==> config.mk <==
export PLATFORM = sky130hd
export DESIGN_NAME = byte_budget_drop_oldest_deque_core
export DESIGN_NICKNAME = d
export VERILOG_FILES = /design/src/hdl/bbdq_pkg.sv /design/src/hdl/bbdq_cell.sv /design/src/hdl/byte_budget_drop_oldest_deque_core.sv
export SDC_FILE = /design/constraint.sdc
export NUM_CORES = 2
export LEC_CHECK = 0
export ABC_AREA = 1
export BUFFER_PORTS_ARGS = -buffer_cell sky130_fd_sc_hd__buf_2
export CAP_MARGIN = 0
export CORE_UTILIZATION = 65
export CTS_CLUSTER_SIZE = 16
export DETAILED_ROUTE_END_ITERATION = 12
export HOLD_SLACK_MARGIN = 0.05
export PLACE_DENSITY = 0.89
export SLEW_MARGIN = 5
export SYNTH_ARGS = -nofsm -noshare
export SYNTH_HDL_FRONTEND = slang
export SYNTH_SLANG_ARGS = --single-unit
export TNS_END_PERCENT = 30
==> constraint.sdc <==
create_clock -name clk -period 12 [get_ports clk]
set_clock_uncertainty 0.2 [all_clocks]
set_input_delay 0.6 -clock clk [delete_from_list [all_inputs] [get_ports clk]]
set_output_delay 0.6 -clock clk [all_outputs]
set_load 0.05 [all_outputs]
==> src/hdl/bbdq_pkg.sv <==
// Shared types, sizes and codes for the byte-budget drop-oldest event deque.
package bbdq_pkg;

  localparam int DEPTH   = 16;
  localparam int CNT_W   = $clog2(DEPTH + 1);
  localparam int TAG_W   = 32;
  localparam int SIZE_W  = 16;
  localparam int BYTES_W = 21;
  localparam int MAX_W   = 20;
  localparam int CMD_W   = 2;
  localparam int KIND_W  = 3;
  localparam int OCNT_W  = 5;
  localparam int IN_DATA_W  = 48;
  localparam int OUT_DATA_W = 80;

  localparam logic [MAX_W-1:0] MAX_BYTES_RESET = MAX_W'(65536);

  localparam logic [CMD_W-1:0] CMD_PUSH_BACK  = 2'd0;
  localparam logic [CMD_W-1:0] CMD_PUSH_FRONT = 2'd1;
  localparam logic [CMD_W-1:0] CMD_POP        = 2'd2;

  localparam logic [KIND_W-1:0] KIND_ACCEPTED = 3'd0;
  localparam logic [KIND_W-1:0] KIND_REJECTED = 3'd1;
  localparam logic [KIND_W-1:0] KIND_POPPED   = 3'd2;
  localparam logic [KIND_W-1:0] KIND_EMPTY    = 3'd3;
  localparam logic [KIND_W-1:0] KIND_EVICTED  = 3'd4;

  // One stored event.
  typedef struct packed {
    logic [TAG_W-1:0]  tag;
    logic [SIZE_W-1:0] size;
  } entry_t;

  // Per-cell move controls; at most one is set in a cycle.
  typedef struct packed {
    logic shift_front;  // take the neighbor behind (toward the back)
    logic shift_back;   // take the neighbor in front (cell 0 takes the new event)
    logic load;         // write the new event in place
  } cell_ctl_t;

endpackage

==> src/hdl/bbdq_cell.sv <==
// One slot of the deque row: holds an event and moves it toward either neighbor.
module bbdq_cell (
  input  logic               clk,
  input  bbdq_pkg::cell_ctl_t ctl,
  input  bbdq_pkg::entry_t   from_back,
  input  bbdq_pkg::entry_t   from_front,
  input  bbdq_pkg::entry_t   new_entry,
  output bbdq_pkg::entry_t   q
);
  import bbdq_pkg::*;

  always_ff @(posedge clk) begin
    priority if (ctl.shift_front) begin
      q <= from_back;
    end else if (ctl.shift_back) begin
      q <= from_front;
    end else if (ctl.load) begin
      q <= new_entry;
    end else begin
      q <= q;
    end
  end

endmodule

==> src/hdl/byte_budget_drop_oldest_deque_core.sv <==
// Top level of the byte-budget drop-oldest event deque.
// The deque holds up to DEPTH events (tag and byte size) in a row of cells, the
// oldest in cell 0. A back push first evicts the oldest events, one result item
// each, while the store is full or the new size would overflow the byte budget,
// then always stores the event; a front push is rejected unless it fits; a pop
// returns the front event or reports empty. An input item is taken in only while
// the core is idle, and work on it goes on until its last result item is in the
// result register; each evicted event adds one more result item. The single
// shared result register takes one result item per cycle unless the downstream
// side holds tready low, which stalls the work. An input item with the unused
// command code is taken in and produces no result.
// The budget register may be written only while no item is in flight.
module byte_budget_drop_oldest_deque_core (
  input  logic                               clk,
  input  logic                               rst,
  // Input items.
  input  logic                               s_tvalid,
  output logic                               s_tready,
  input  logic [bbdq_pkg::IN_DATA_W-1:0]     s_tdata,   // event_tag[31:0], event_size[47:32]
  input  logic [bbdq_pkg::CMD_W-1:0]         s_tuser,   // command[1:0]
  // Result items.
  output logic                               m_tvalid,
  input  logic                               m_tready,
  output logic [bbdq_pkg::OUT_DATA_W-1:0]    m_tdata,   // out_tag[31:0], out_size[47:32],
                                                        // item_count[52:48], bytes_used[73:53],
                                                        // is_empty[74], zero[79:75]
  output logic [bbdq_pkg::KIND_W-1:0]        m_tuser,   // kind[2:0]
  output logic                               m_tlast,   // last
  // Budget register write channel.
  input  logic                               cfg_valid,
  output logic                               cfg_ready,
  input  logic [bbdq_pkg::MAX_W-1:0]         cfg_data
);
  import bbdq_pkg::*;

  typedef enum logic {ST_IDLE, ST_WORK} state_t;

  state_t                state;
  logic [CMD_W-1:0]      cmd_q;
  entry_t                new_entry;
  logic [CNT_W-1:0]      count;
  logic [BYTES_W-1:0]    total;
  logic [MAX_W-1:0]      max_bytes;

  entry_t                cell_q   [DEPTH];
  cell_ctl_t             cell_ctl [DEPTH];

  // Decisions for the current work cycle.
  logic                  out_free;
  logic                  fire;
  logic                  over_budget;
  logic                  full;
  logic                  do_shift_front;
  logic                  do_shift_back;
  logic                  do_load;
  logic [KIND_W-1:0]     res_kind;
  entry_t                res_entry;
  logic                  res_last;
  logic [CNT_W-1:0]      count_next;
  logic [BYTES_W-1:0]    total_next;

  assign s_tready  = (state == ST_IDLE);
  assign cfg_ready = 1'b1;

  // The result register is free when empty or when its item leaves this cycle.
  assign out_free = !m_tvalid || m_tready;
  assign fire     = (state == ST_WORK) && out_free;

  // The budget test is done one bit wider so a sum past 2^21 never wraps.
  assign over_budget = ({1'b0, total} + (BYTES_W + 1)'(new_entry.size))
                       > (BYTES_W + 1)'(max_bytes);
  assign full        = (count == CNT_W'(DEPTH));

  always_comb begin
    do_shift_front = 1'b0;
    do_shift_back  = 1'b0;
    do_load        = 1'b0;
    res_kind       = KIND_ACCEPTED;
    res_entry      = '0;
    res_last       = 1'b1;
    count_next     = count;
    total_next     = total;
    unique case (cmd_q)
      CMD_PUSH_BACK: begin
        if ((count != '0) && (full || over_budget)) begin
          // Drop the oldest event and stay on this item.
          do_shift_front = 1'b1;
          res_kind       = KIND_EVICTED;
          res_entry      = cell_q[0];
          res_last       = 1'b0;
          count_next     = count - CNT_W'(1);
          total_next     = total - BYTES_W'(cell_q[0].size);
        end else begin
          do_load    = 1'b1;
          count_next = count + CNT_W'(1);
          total_next = total + BYTES_W'(new_entry.size);
        end
      end
      CMD_PUSH_FRONT: begin
        if (full || over_budget) begin
          res_kind = KIND_REJECTED;
        end else begin
          do_shift_back = 1'b1;
          count_next    = count + CNT_W'(1);
          total_next    = total + BYTES_W'(new_entry.size);
        end
      end
      CMD_POP: begin
        if (count == '0) begin
          res_kind = KIND_EMPTY;
        end else begin
          do_shift_front = 1'b1;
          res_kind       = KIND_POPPED;
          res_entry      = cell_q[0];
          count_next     = count - CNT_W'(1);
          total_next     = total - BYTES_W'(cell_q[0].size);
        end
      end
      default: begin
        // Unused code never reaches the work state.
      end
    endcase
  end

  // Row of cells: cell 0 is the front, the back ends at cell count-1.
  for (genvar i = 0; i < DEPTH; i++) begin : g_cell
    entry_t from_back;
    entry_t from_front;

    assign cell_ctl[i].shift_front = fire && do_shift_front;
    assign cell_ctl[i].shift_back  = fire && do_shift_back;
    assign cell_ctl[i].load        = fire && do_load && (count == CNT_W'(i));

    if (i == DEPTH - 1) begin : g_tail
      assign from_back = '0;
    end else begin : g_mid
      assign from_back = cell_q[i+1];
    end

    if (i == 0) begin : g_head
      assign from_front = new_entry;
    end else begin : g_rest
      assign from_front = cell_q[i-1];
    end

    bbdq_cell u_cell (
      .clk        (clk),
      .ctl        (cell_ctl[i]),
      .from_back  (from_back),
      .from_front (from_front),
      .new_entry  (new_entry),
      .q          (cell_q[i])
    );
  end

  always_ff @(posedge clk) begin
    if (rst) begin
      state     <= ST_IDLE;
      m_tvalid  <= 1'b0;
      count     <= '0;
      total     <= '0;
      max_bytes <= MAX_BYTES_RESET;
    end else begin
      if (cfg_valid && cfg_ready) begin
        max_bytes <= cfg_data;
      end

      unique case (state)
        ST_IDLE: begin
          if (s_tvalid) begin
            cmd_q          <= s_tuser;
            new_entry.tag  <= s_tdata[TAG_W-1:0];
            new_entry.size <= s_tdata[TAG_W +: SIZE_W];
            // The unused command code is dropped here without a result.
            if (s_tuser == CMD_PUSH_BACK || s_tuser == CMD_PUSH_FRONT ||
                s_tuser == CMD_POP) begin
              state <= ST_WORK;
            end
          end
        end
        ST_WORK: begin
          if (fire && res_last) begin
            state <= ST_IDLE;
          end
        end
        default: state <= ST_IDLE;
      endcase

      if (fire) begin
        count    <= count_next;
        total    <= total_next;
        m_tvalid <= 1'b1;
        m_tuser  <= res_kind;
        m_tlast  <= res_last;
        m_tdata  <= {5'b0, (count_next == '0), total_next, OCNT_W'(count_next),
                     res_entry.size, res_entry.tag};
      end else if (m_tready) begin
        m_tvalid <= 1'b0;
      end
    end
  end

  // The row never holds more events than it has cells.
  a_count_bound: assert property (@(posedge clk) disable iff (rst)
    count <= CNT_W'(DEPTH))
    else $error("entry count above depth");

  // The empty flag of a result agrees with its entry count.
  a_empty_flag: assert property (@(posedge clk) disable iff (rst)
    m_tvalid |-> (m_tdata[74] == (m_tdata[52:48] == '0)))
    else $error("empty flag disagrees with entry count");

  // An eviction is always followed by more results for the same item.
  a_evict_not_last: assert property (@(posedge clk) disable iff (rst)
    (m_tvalid && m_tuser == KIND_EVICTED) |-> !m_tlast)
    else $error("eviction marked as final result");

  // A valid command taken in leads to work on it in the next cycle.
  a_cmd_starts_work: assert property (@(posedge clk) disable iff (rst)
    (s_tvalid && s_tready &&
     (s_tuser == CMD_PUSH_BACK || s_tuser == CMD_PUSH_FRONT || s_tuser == CMD_POP))
    |=> (state == ST_WORK))
    else $error("accepted item did not start work");

  // A result is produced only by a work cycle, never out of the idle state.
  a_result_from_work: assert property (@(posedge clk) disable iff (rst)
    $rose(m_tvalid) |-> $past(state == ST_WORK))
    else $error("result produced outside work state");

endmodule

## Word level (Yosys, flattened, before mapping)

Index checks and enable logic that the tools add are counted.

- Flip-flop bits (word level): 945
- Input bits: 75
- Output and inout port bits: 87
- Logic and storage cells: 198

- $add $sub $neg: 5
- Magnitude comparators: 1
- Eq/ne operators: 20
- Muxes and demuxes: 76
- Bitwise gates (word level): 2
- Reductions and logical operators: 51

Operators by type and width:

| cell | number |
|---|---|
| $mux W48 | 49 |
| $pmux W48 S2 | 1 |
| $mux W21 | 3 |
| $pmux W21 S3 | 1 |
| $reduce_bool A3 Y1 | 15 |
| $eq A5 B4 Y1 const B | 8 |
| $add A21 B16 Y22 | 1 |
| $gt A22 B20 Y1 | 1 |
| $logic_and A1 B1 Y1 | 22 |
| $add A21 B16 Y21 | 1 |
| $sub A21 B16 Y21 | 1 |
| $eq A5 B3 Y1 const B | 4 |
| $mux W5 | 3 |
| $pmux W5 S3 | 1 |
| $mux W1 | 14 |
| $eq A5 B2 Y1 const B | 2 |
| $logic_not A5 Y1 | 2 |
| $pmux W3 S3 | 1 |
| $add A5 B1 Y5 const B | 1 |
| $eq A5 B1 Y1 const B | 1 |
| $eq A5 B5 Y1 const B | 1 |
| $reduce_bool A5 Y1 | 1 |
| $sub A5 B1 Y5 const B | 1 |
| $eq A2 B1 Y1 const B | 2 |
| 10 further kinds | 18 |

## Logic depth before layout (Yosys ltp)

- Depth after elaboration: 11
- Gate-level depth with buffers: 31
- Gate-level depth less buffers: 31

## Cells and area by module

A second synthesis with hierarchy kept.

- Cell total of the unflattened synthesis: 7823
- Area total of the unflattened synthesis: 57005.9 um^2

By module, submodules not included:

| module | times used | cells an instance | area each (um^2) |
|---|---|---|---|
| bbdq_cell | 16 | 409 | 2911.5 |
| byte_budget_drop_oldest_deque_core | 1 | 1279 | 10421.2 |

## Worst setup path after synthesis

Ideal clock, no wire load.

- Path type: flip-flop to flip-flop
- Start point: register, netlist name g_cell[0].from_front[0]
- End point: register g_cell[10].u_cell.q[0] (netlist name), enable pin
- Setup time: 0.520 ns
- Arrival: 6.822 ns
- Data required time: 11.280 ns
- Setup slack: 4.458 ns
- Cell stages (with the launch flop): 25
- Period minus slack after synthesis: 7.542 ns
- Cell sequence: edfxtp_1 > ha_1 > fa_1 > nand2_1 > nand2_1 > nand2_1 > o21ai_0 > a21oi_1 > o21ai_0 > nand2_1 > xor2_1 > ha_1 > nand2_1 > inv_1 > nand3_1 > o21ai_0 > a21oi_1 > nand2_1 > nand2_1 > nand4_1 > nand2_2 > nand2_2 > nor2_4 > nand3_1 > o21ai_0

- Cells in the longest elaborated chain, start to end: 9
- Elaborated cells on any way between the ends: 15
- Classes of those cells: 1 x add/sub; 1 x order compare; 6 x mux; 7 x reduce/logical

RTL lines:

| what | RTL line | RTL |
|---|---|---|
| $add A21 B16 Y22 * | byte_budget_drop_oldest_deque_core.sv:70 | `assign over_budget = ({1'b0, total} + (BYTES_W + 1)'(new_entry.size))` |
| $gt A22 B20 Y1 * | byte_budget_drop_oldest_deque_core.sv:71 | `> (BYTES_W + 1)'(max_bytes);` |
| $logic_or A1 B1 Y1 * | byte_budget_drop_oldest_deque_core.sv:85, byte_budget_drop_oldest_deque_core.sv:100 |  |
| $logic_and A1 B1 Y1 | byte_budget_drop_oldest_deque_core.sv:85 | `if ((count != '0) && (full \|\| over_budget)) begin` |
| $mux W1 | byte_budget_drop_oldest_deque_core.sv:85 |  |
| $mux W1 | byte_budget_drop_oldest_deque_core.sv:83 | `unique case (cmd_q)` |
| $logic_and A1 B1 Y1 (2 in a row) | byte_budget_drop_oldest_deque_core.sv:132 | `assign cell_ctl[i].load = fire && do_load && (count == CNT_W'(i));` |
| $reduce_bool A3 Y1 (no source line) * | -- |  |
| to (signal assigned) | bbdq_cell.sv:16 | `q <= from_front;` |
| to (signal assigned) | bbdq_cell.sv:18 | `q <= new_entry;` |
| to (signal assigned) | bbdq_cell.sv:20 | `q <= q;` |
| to (decl) | bbdq_cell.sv:8 | `output bbdq_pkg::entry_t q` |

Every way passes the cells marked *; elsewhere a longest branch is shown, timed or not.
A chain may end at the register's enable or synchronous reset.

## Worst setup path after layout

- Start point: register, netlist name g_cell[0].from_front[0]
- End point: register g_cell[2].u_cell.q[35] (netlist name), enable pin

- Cells in the longest elaborated chain, start to end: 9
- Elaborated cells on any way between the ends: 15
- Classes of those cells: 1 x add/sub; 1 x order compare; 6 x mux; 7 x reduce/logical

RTL lines:

| what | RTL line |
|---|---|
| $add A21 B16 Y22 * | byte_budget_drop_oldest_deque_core.sv:70 |
| $gt A22 B20 Y1 * | byte_budget_drop_oldest_deque_core.sv:71 |
| $logic_or A1 B1 Y1 * | byte_budget_drop_oldest_deque_core.sv:85, byte_budget_drop_oldest_deque_core.sv:100 |
| $logic_and A1 B1 Y1 | byte_budget_drop_oldest_deque_core.sv:85 |
| $mux W1 | byte_budget_drop_oldest_deque_core.sv:85 |
| $mux W1 | byte_budget_drop_oldest_deque_core.sv:83 |
| $logic_and A1 B1 Y1 (2 in a row) | byte_budget_drop_oldest_deque_core.sv:132 |
| $reduce_bool A3 Y1 (no source line) * | -- |
| to (signal assigned) | bbdq_cell.sv:16 |
| to (signal assigned) | bbdq_cell.sv:18 |
| to (signal assigned) | bbdq_cell.sv:20 |
| to (decl) | bbdq_cell.sv:8 |

Marked as above.

==> results.cfg <==
[setup_path]
worst-path-max-fanout = 176
critPathBufInv = 4
critical_path_class = register to register
worst-endpoint-arrival_ns = 7.69
critical_path.max_stage_delay_ns = 1.05
worst_ep_required_time_ns = 12.08
crit_path_top_delay_cell = sky130_fd_sc_hd__clkinv_2
critPathMostFrequentCell = sky130_fd_sc_hd__nand2_1
timing.critical_path.to_type = register
cp_top_family = simple AND/OR/NAND/NOR gates
startpoint_type = register

[routing]
routedWlPerCell_um = 20.0
route.detailed.drc = 0
drt_pre_antenna_iters = 7
avgViaCountPerCell = 6.21
detailedRoute.firstIterationViolations = 5754
postRouteWirelength_um = 122000
vias = 37700
postRouteAntennaNets = 0

[floorplan]
floorplan.core_area_um2 = 70400
fp.dieArea_um2 = 72700
number_of_top_level_pins = 162
start_util = 0.661
std_cell_rows = 97
die_width_um = 270
dieHeight_um = 270

[final_layout]
antenna_cells_inserted = 0
num-nets-final = 5194
synthToLayoutAreaGrowth_pct = 9.66
finish.instance_area_um2 = 51000
drive_gt1_frac = 0.0749

[clock_tree]
clk_pin_slew_ns = 0.06
tritoncts = done
cts_resized = 0
cts_num_sinks = 945
cts_max_path_buffers = 3
cts.htree.levels = 3
cts_post_setup_buffers_inserted = 0
cts_buffers = 94
cts_root_buf = sky130_fd_sc_hd__clkbuf_16
clk-insertion-delay-late_ns = 0.66

[sta]
slew_violations = 0
setup_viol_count_final = 0
final_period_minus_worst_setup_slack_ns = 7.61
max_slew.worst_pin.slew_ns = 1.17
final-hold-violation-count = 0
min_period_over_period = 0.634
grt_setup_unrepaired = no
setup-tns-final_ns = 0
fmaxAchievable_ghz = 0.131
timing.slew.headroom = 0.221
timing.hold.ws_ns = 0.0605

[grt]
grt_pass1_wl_um = 192000
grt_antenna_before_repair = 0
global_route.usage.total = 0.330
grt_max_degree = 325
vias_in_the_first_global_route = 35500
global_route.overflow_total = 0

[yosys]
asyncSetResetFlopFracSynth = 0
post_synth.cell_area_avg_um2 = 9.20
postSynthRegisterBits = 945
mappedNetlistArea_um2 = 46500
main_synth_ff_type = sky130_fd_sc_hd__edfxtp_1
synth_edf_count = 849
synth-warning-count = 0
seq_area_frac_synth = 0.589
synth_cell_type_count = 46
synthCells = 5058

[worst_hold_path]
holdCritPathClass = input pin to register

[placed_design]
number_of_buffer_cells_added_on_primary_ports = 155
dp.final_hpwl_um = 68400
gp_congestion = 0.966
dpl-instance-area_um2 = 47200

[flow_run]
maxCapViolCount = 0

[power_and_ir_drop]
ir_drop_v = 0.000108
leakagePower_nw = 20.5
power-per-cell-area_nw_per_um2 = 163

[outcome]
outcome = finished clean
final cells by class:
cell class | count | area (µm²)
Timing Repair Buffer | 258 | 1790
Multi-Input combinational cell | 3233 | 15500
Tap cell | 940 | 1180
Sequential cell | 945 | 27400
Fill cell | 4593 | 19400
Inverter | 527 | 1990
Clock inverter | 37 | 347
Clock buffer | 141 | 2800
per-layer routing:
metal | share of wire | up-vias | global-route usage
met5 | 0 | - | 0
met4 | 0.034 | 0 | 0.120
met1 | 0.39 | 17700 | 0.468
met3 | 0.11 | 354 | 0.0494
met2 | 0.47 | 2467 | 0.520
li1 | - | 17200 | -
kinds of logic after synthesis:
group           count (synthesis)  synth area share
simple gates                 1834             0.156
compound gates               1299             0.151
flops                         945             0.589
buf+inv                       884            0.0819
fa+ha+maj                      60            0.0165
xor+xnor                       34           0.00640
other cells                     2          0.000161
state kept, by name, indices dropped and copies added, names as in the netlist, 2 cells and up:
register and count:
m_tdata 75, cmd_q 2, g_cell.u_cell.q 768, m_tuser 3
g_cell.from_front 48, total 21, count 5, max_bytes 20
synthesized netlist by cell type (21+ instances only):
library cell | count | area, µm²
sky130_fd_sc_hd__buf_4 | 45 | 338
sky130_fd_sc_hd__dfxtp_1 | 96 | 1920
sky130_fd_sc_hd__o21ai_1 | 111 | 556
sky130_fd_sc_hd__nand3_1 | 117 | 586
sky130_fd_sc_hd__ha_1 | 58 | 726
sky130_fd_sc_hd__nor2_1 | 481 | 1810
sky130_fd_sc_hd__a21oi_1 | 116 | 581
sky130_fd_sc_hd__nand4_1 | 27 | 169
sky130_fd_sc_hd__xor2_1 | 21 | 184
sky130_fd_sc_hd__edfxtp_1 | 849 | 25500
sky130_fd_sc_hd__inv_1 | 520 | 1950
sky130_fd_sc_hd__a31oi_1 | 332 | 2080
sky130_fd_sc_hd__o211ai_1 | 25 | 188
sky130_fd_sc_hd__nand2_1 | 1175 | 4410
sky130_fd_sc_hd__o21ai_0 | 703 | 3520
sky130_fd_sc_hd__clkbuf_1 | 105 | 394
sky130_fd_sc_hd__buf_2 | 186 | 931
final timing paths:
kind                      startpoint                     end  slack [ns]  depth (start not counted)
max          g_cell[0].from_front[0]  g_cell[2].u_cell.q[35]        4.39                         29
min                     cfg_data[15]           max_bytes[15]        0.06                          3
max reg2reg  g_cell[0].from_front[0]  g_cell[2].u_cell.q[35]        4.39                         29
min reg2reg             max_bytes[3]            max_bytes[3]        0.27                          2
through the flow:
stage               std cells  setup WS (ns)   util  power (W)
floorplan                5062           4.46      -    0.00495
global placement         5838           4.65  0.671    0.00524
detailed placement       5838           4.55  0.671    0.00529
CTS                      6081           4.53  0.725    0.00826
global route             6081           3.88  0.725    0.00855
finish                   6081           4.39  0.725    0.00830
cells in the final DEF (no fill, tap or decap), types with 4 or more instances in the layout:
| cell | count |
|---|---|
| sky130_fd_sc_hd__nand2_2 | 11 |
| sky130_fd_sc_hd__a31oi_1 | 332 |
| sky130_fd_sc_hd__clkbuf_1 | 26 |
| sky130_fd_sc_hd__o21ai_1 | 111 |
| sky130_fd_sc_hd__dfxtp_1 | 96 |
| sky130_fd_sc_hd__dlygate4sd3_1 | 65 |
| sky130_fd_sc_hd__nand4_1 | 27 |
| sky130_fd_sc_hd__buf_4 | 32 |
| sky130_fd_sc_hd__clkinv_2 | 11 |
| sky130_fd_sc_hd__edfxtp_1 | 849 |
| sky130_fd_sc_hd__xnor2_1 | 13 |
| sky130_fd_sc_hd__nand2_1 | 1174 |
| sky130_fd_sc_hd__nand3_1 | 117 |
| sky130_fd_sc_hd__ha_1 | 58 |
| sky130_fd_sc_hd__nor2_1 | 479 |
| sky130_fd_sc_hd__inv_1 | 519 |
| sky130_fd_sc_hd__buf_2 | 155 |
| sky130_fd_sc_hd__clkinvlp_4 | 6 |
| sky130_fd_sc_hd__buf_12 | 6 |
| sky130_fd_sc_hd__clkbuf_16 | 99 |
| sky130_fd_sc_hd__o211ai_1 | 25 |
| sky130_fd_sc_hd__a21oi_1 | 116 |
| sky130_fd_sc_hd__clkinv_1 | 13 |
| sky130_fd_sc_hd__o21ai_0 | 689 |
| sky130_fd_sc_hd__xor2_1 | 21 |
| sky130_fd_sc_hd__clkbuf_8 | 16 |
| sky130_fd_sc_hd__nor2_4 | 4 |
| sky130_fd_sc_hd__a21o_1 | 5 |
| sky130_fd_sc_hd__o21ai_4 | 14 |
| sky130_fd_sc_hd__conb_1 | 6 |
| sky130_fd_sc_hd__nor2_2 | 5 |
report_power, final:
part           leakage, nW  switching [W]  total [W]  internal [W]
combinational         10.5       0.000908    0.00126      0.000353
sequential            8.53       0.000120    0.00404       0.00392
clock                 1.52        0.00130    0.00299       0.00169
worst reg2reg max path: cells and delay by family, from the launching register on:
family | cells | cell delay, ns
xor gates and xnor gates | 1 | 0.22
AOI/OAI and AO/OA | 6 | 1.02
buffers and inverters | 4 | 1.96
adders and majority gates | 3 | 0.90
and+or+nand+nor | 15 | 2.52
DFF | 1 | 0.41
repair_timing:
action,CTS,global route
hold buffers,65,0
endpoints found under the setup margin,0,0
hold endpoints to repair,62,0
No activity file was read; power rests on OpenSTA's default activity.
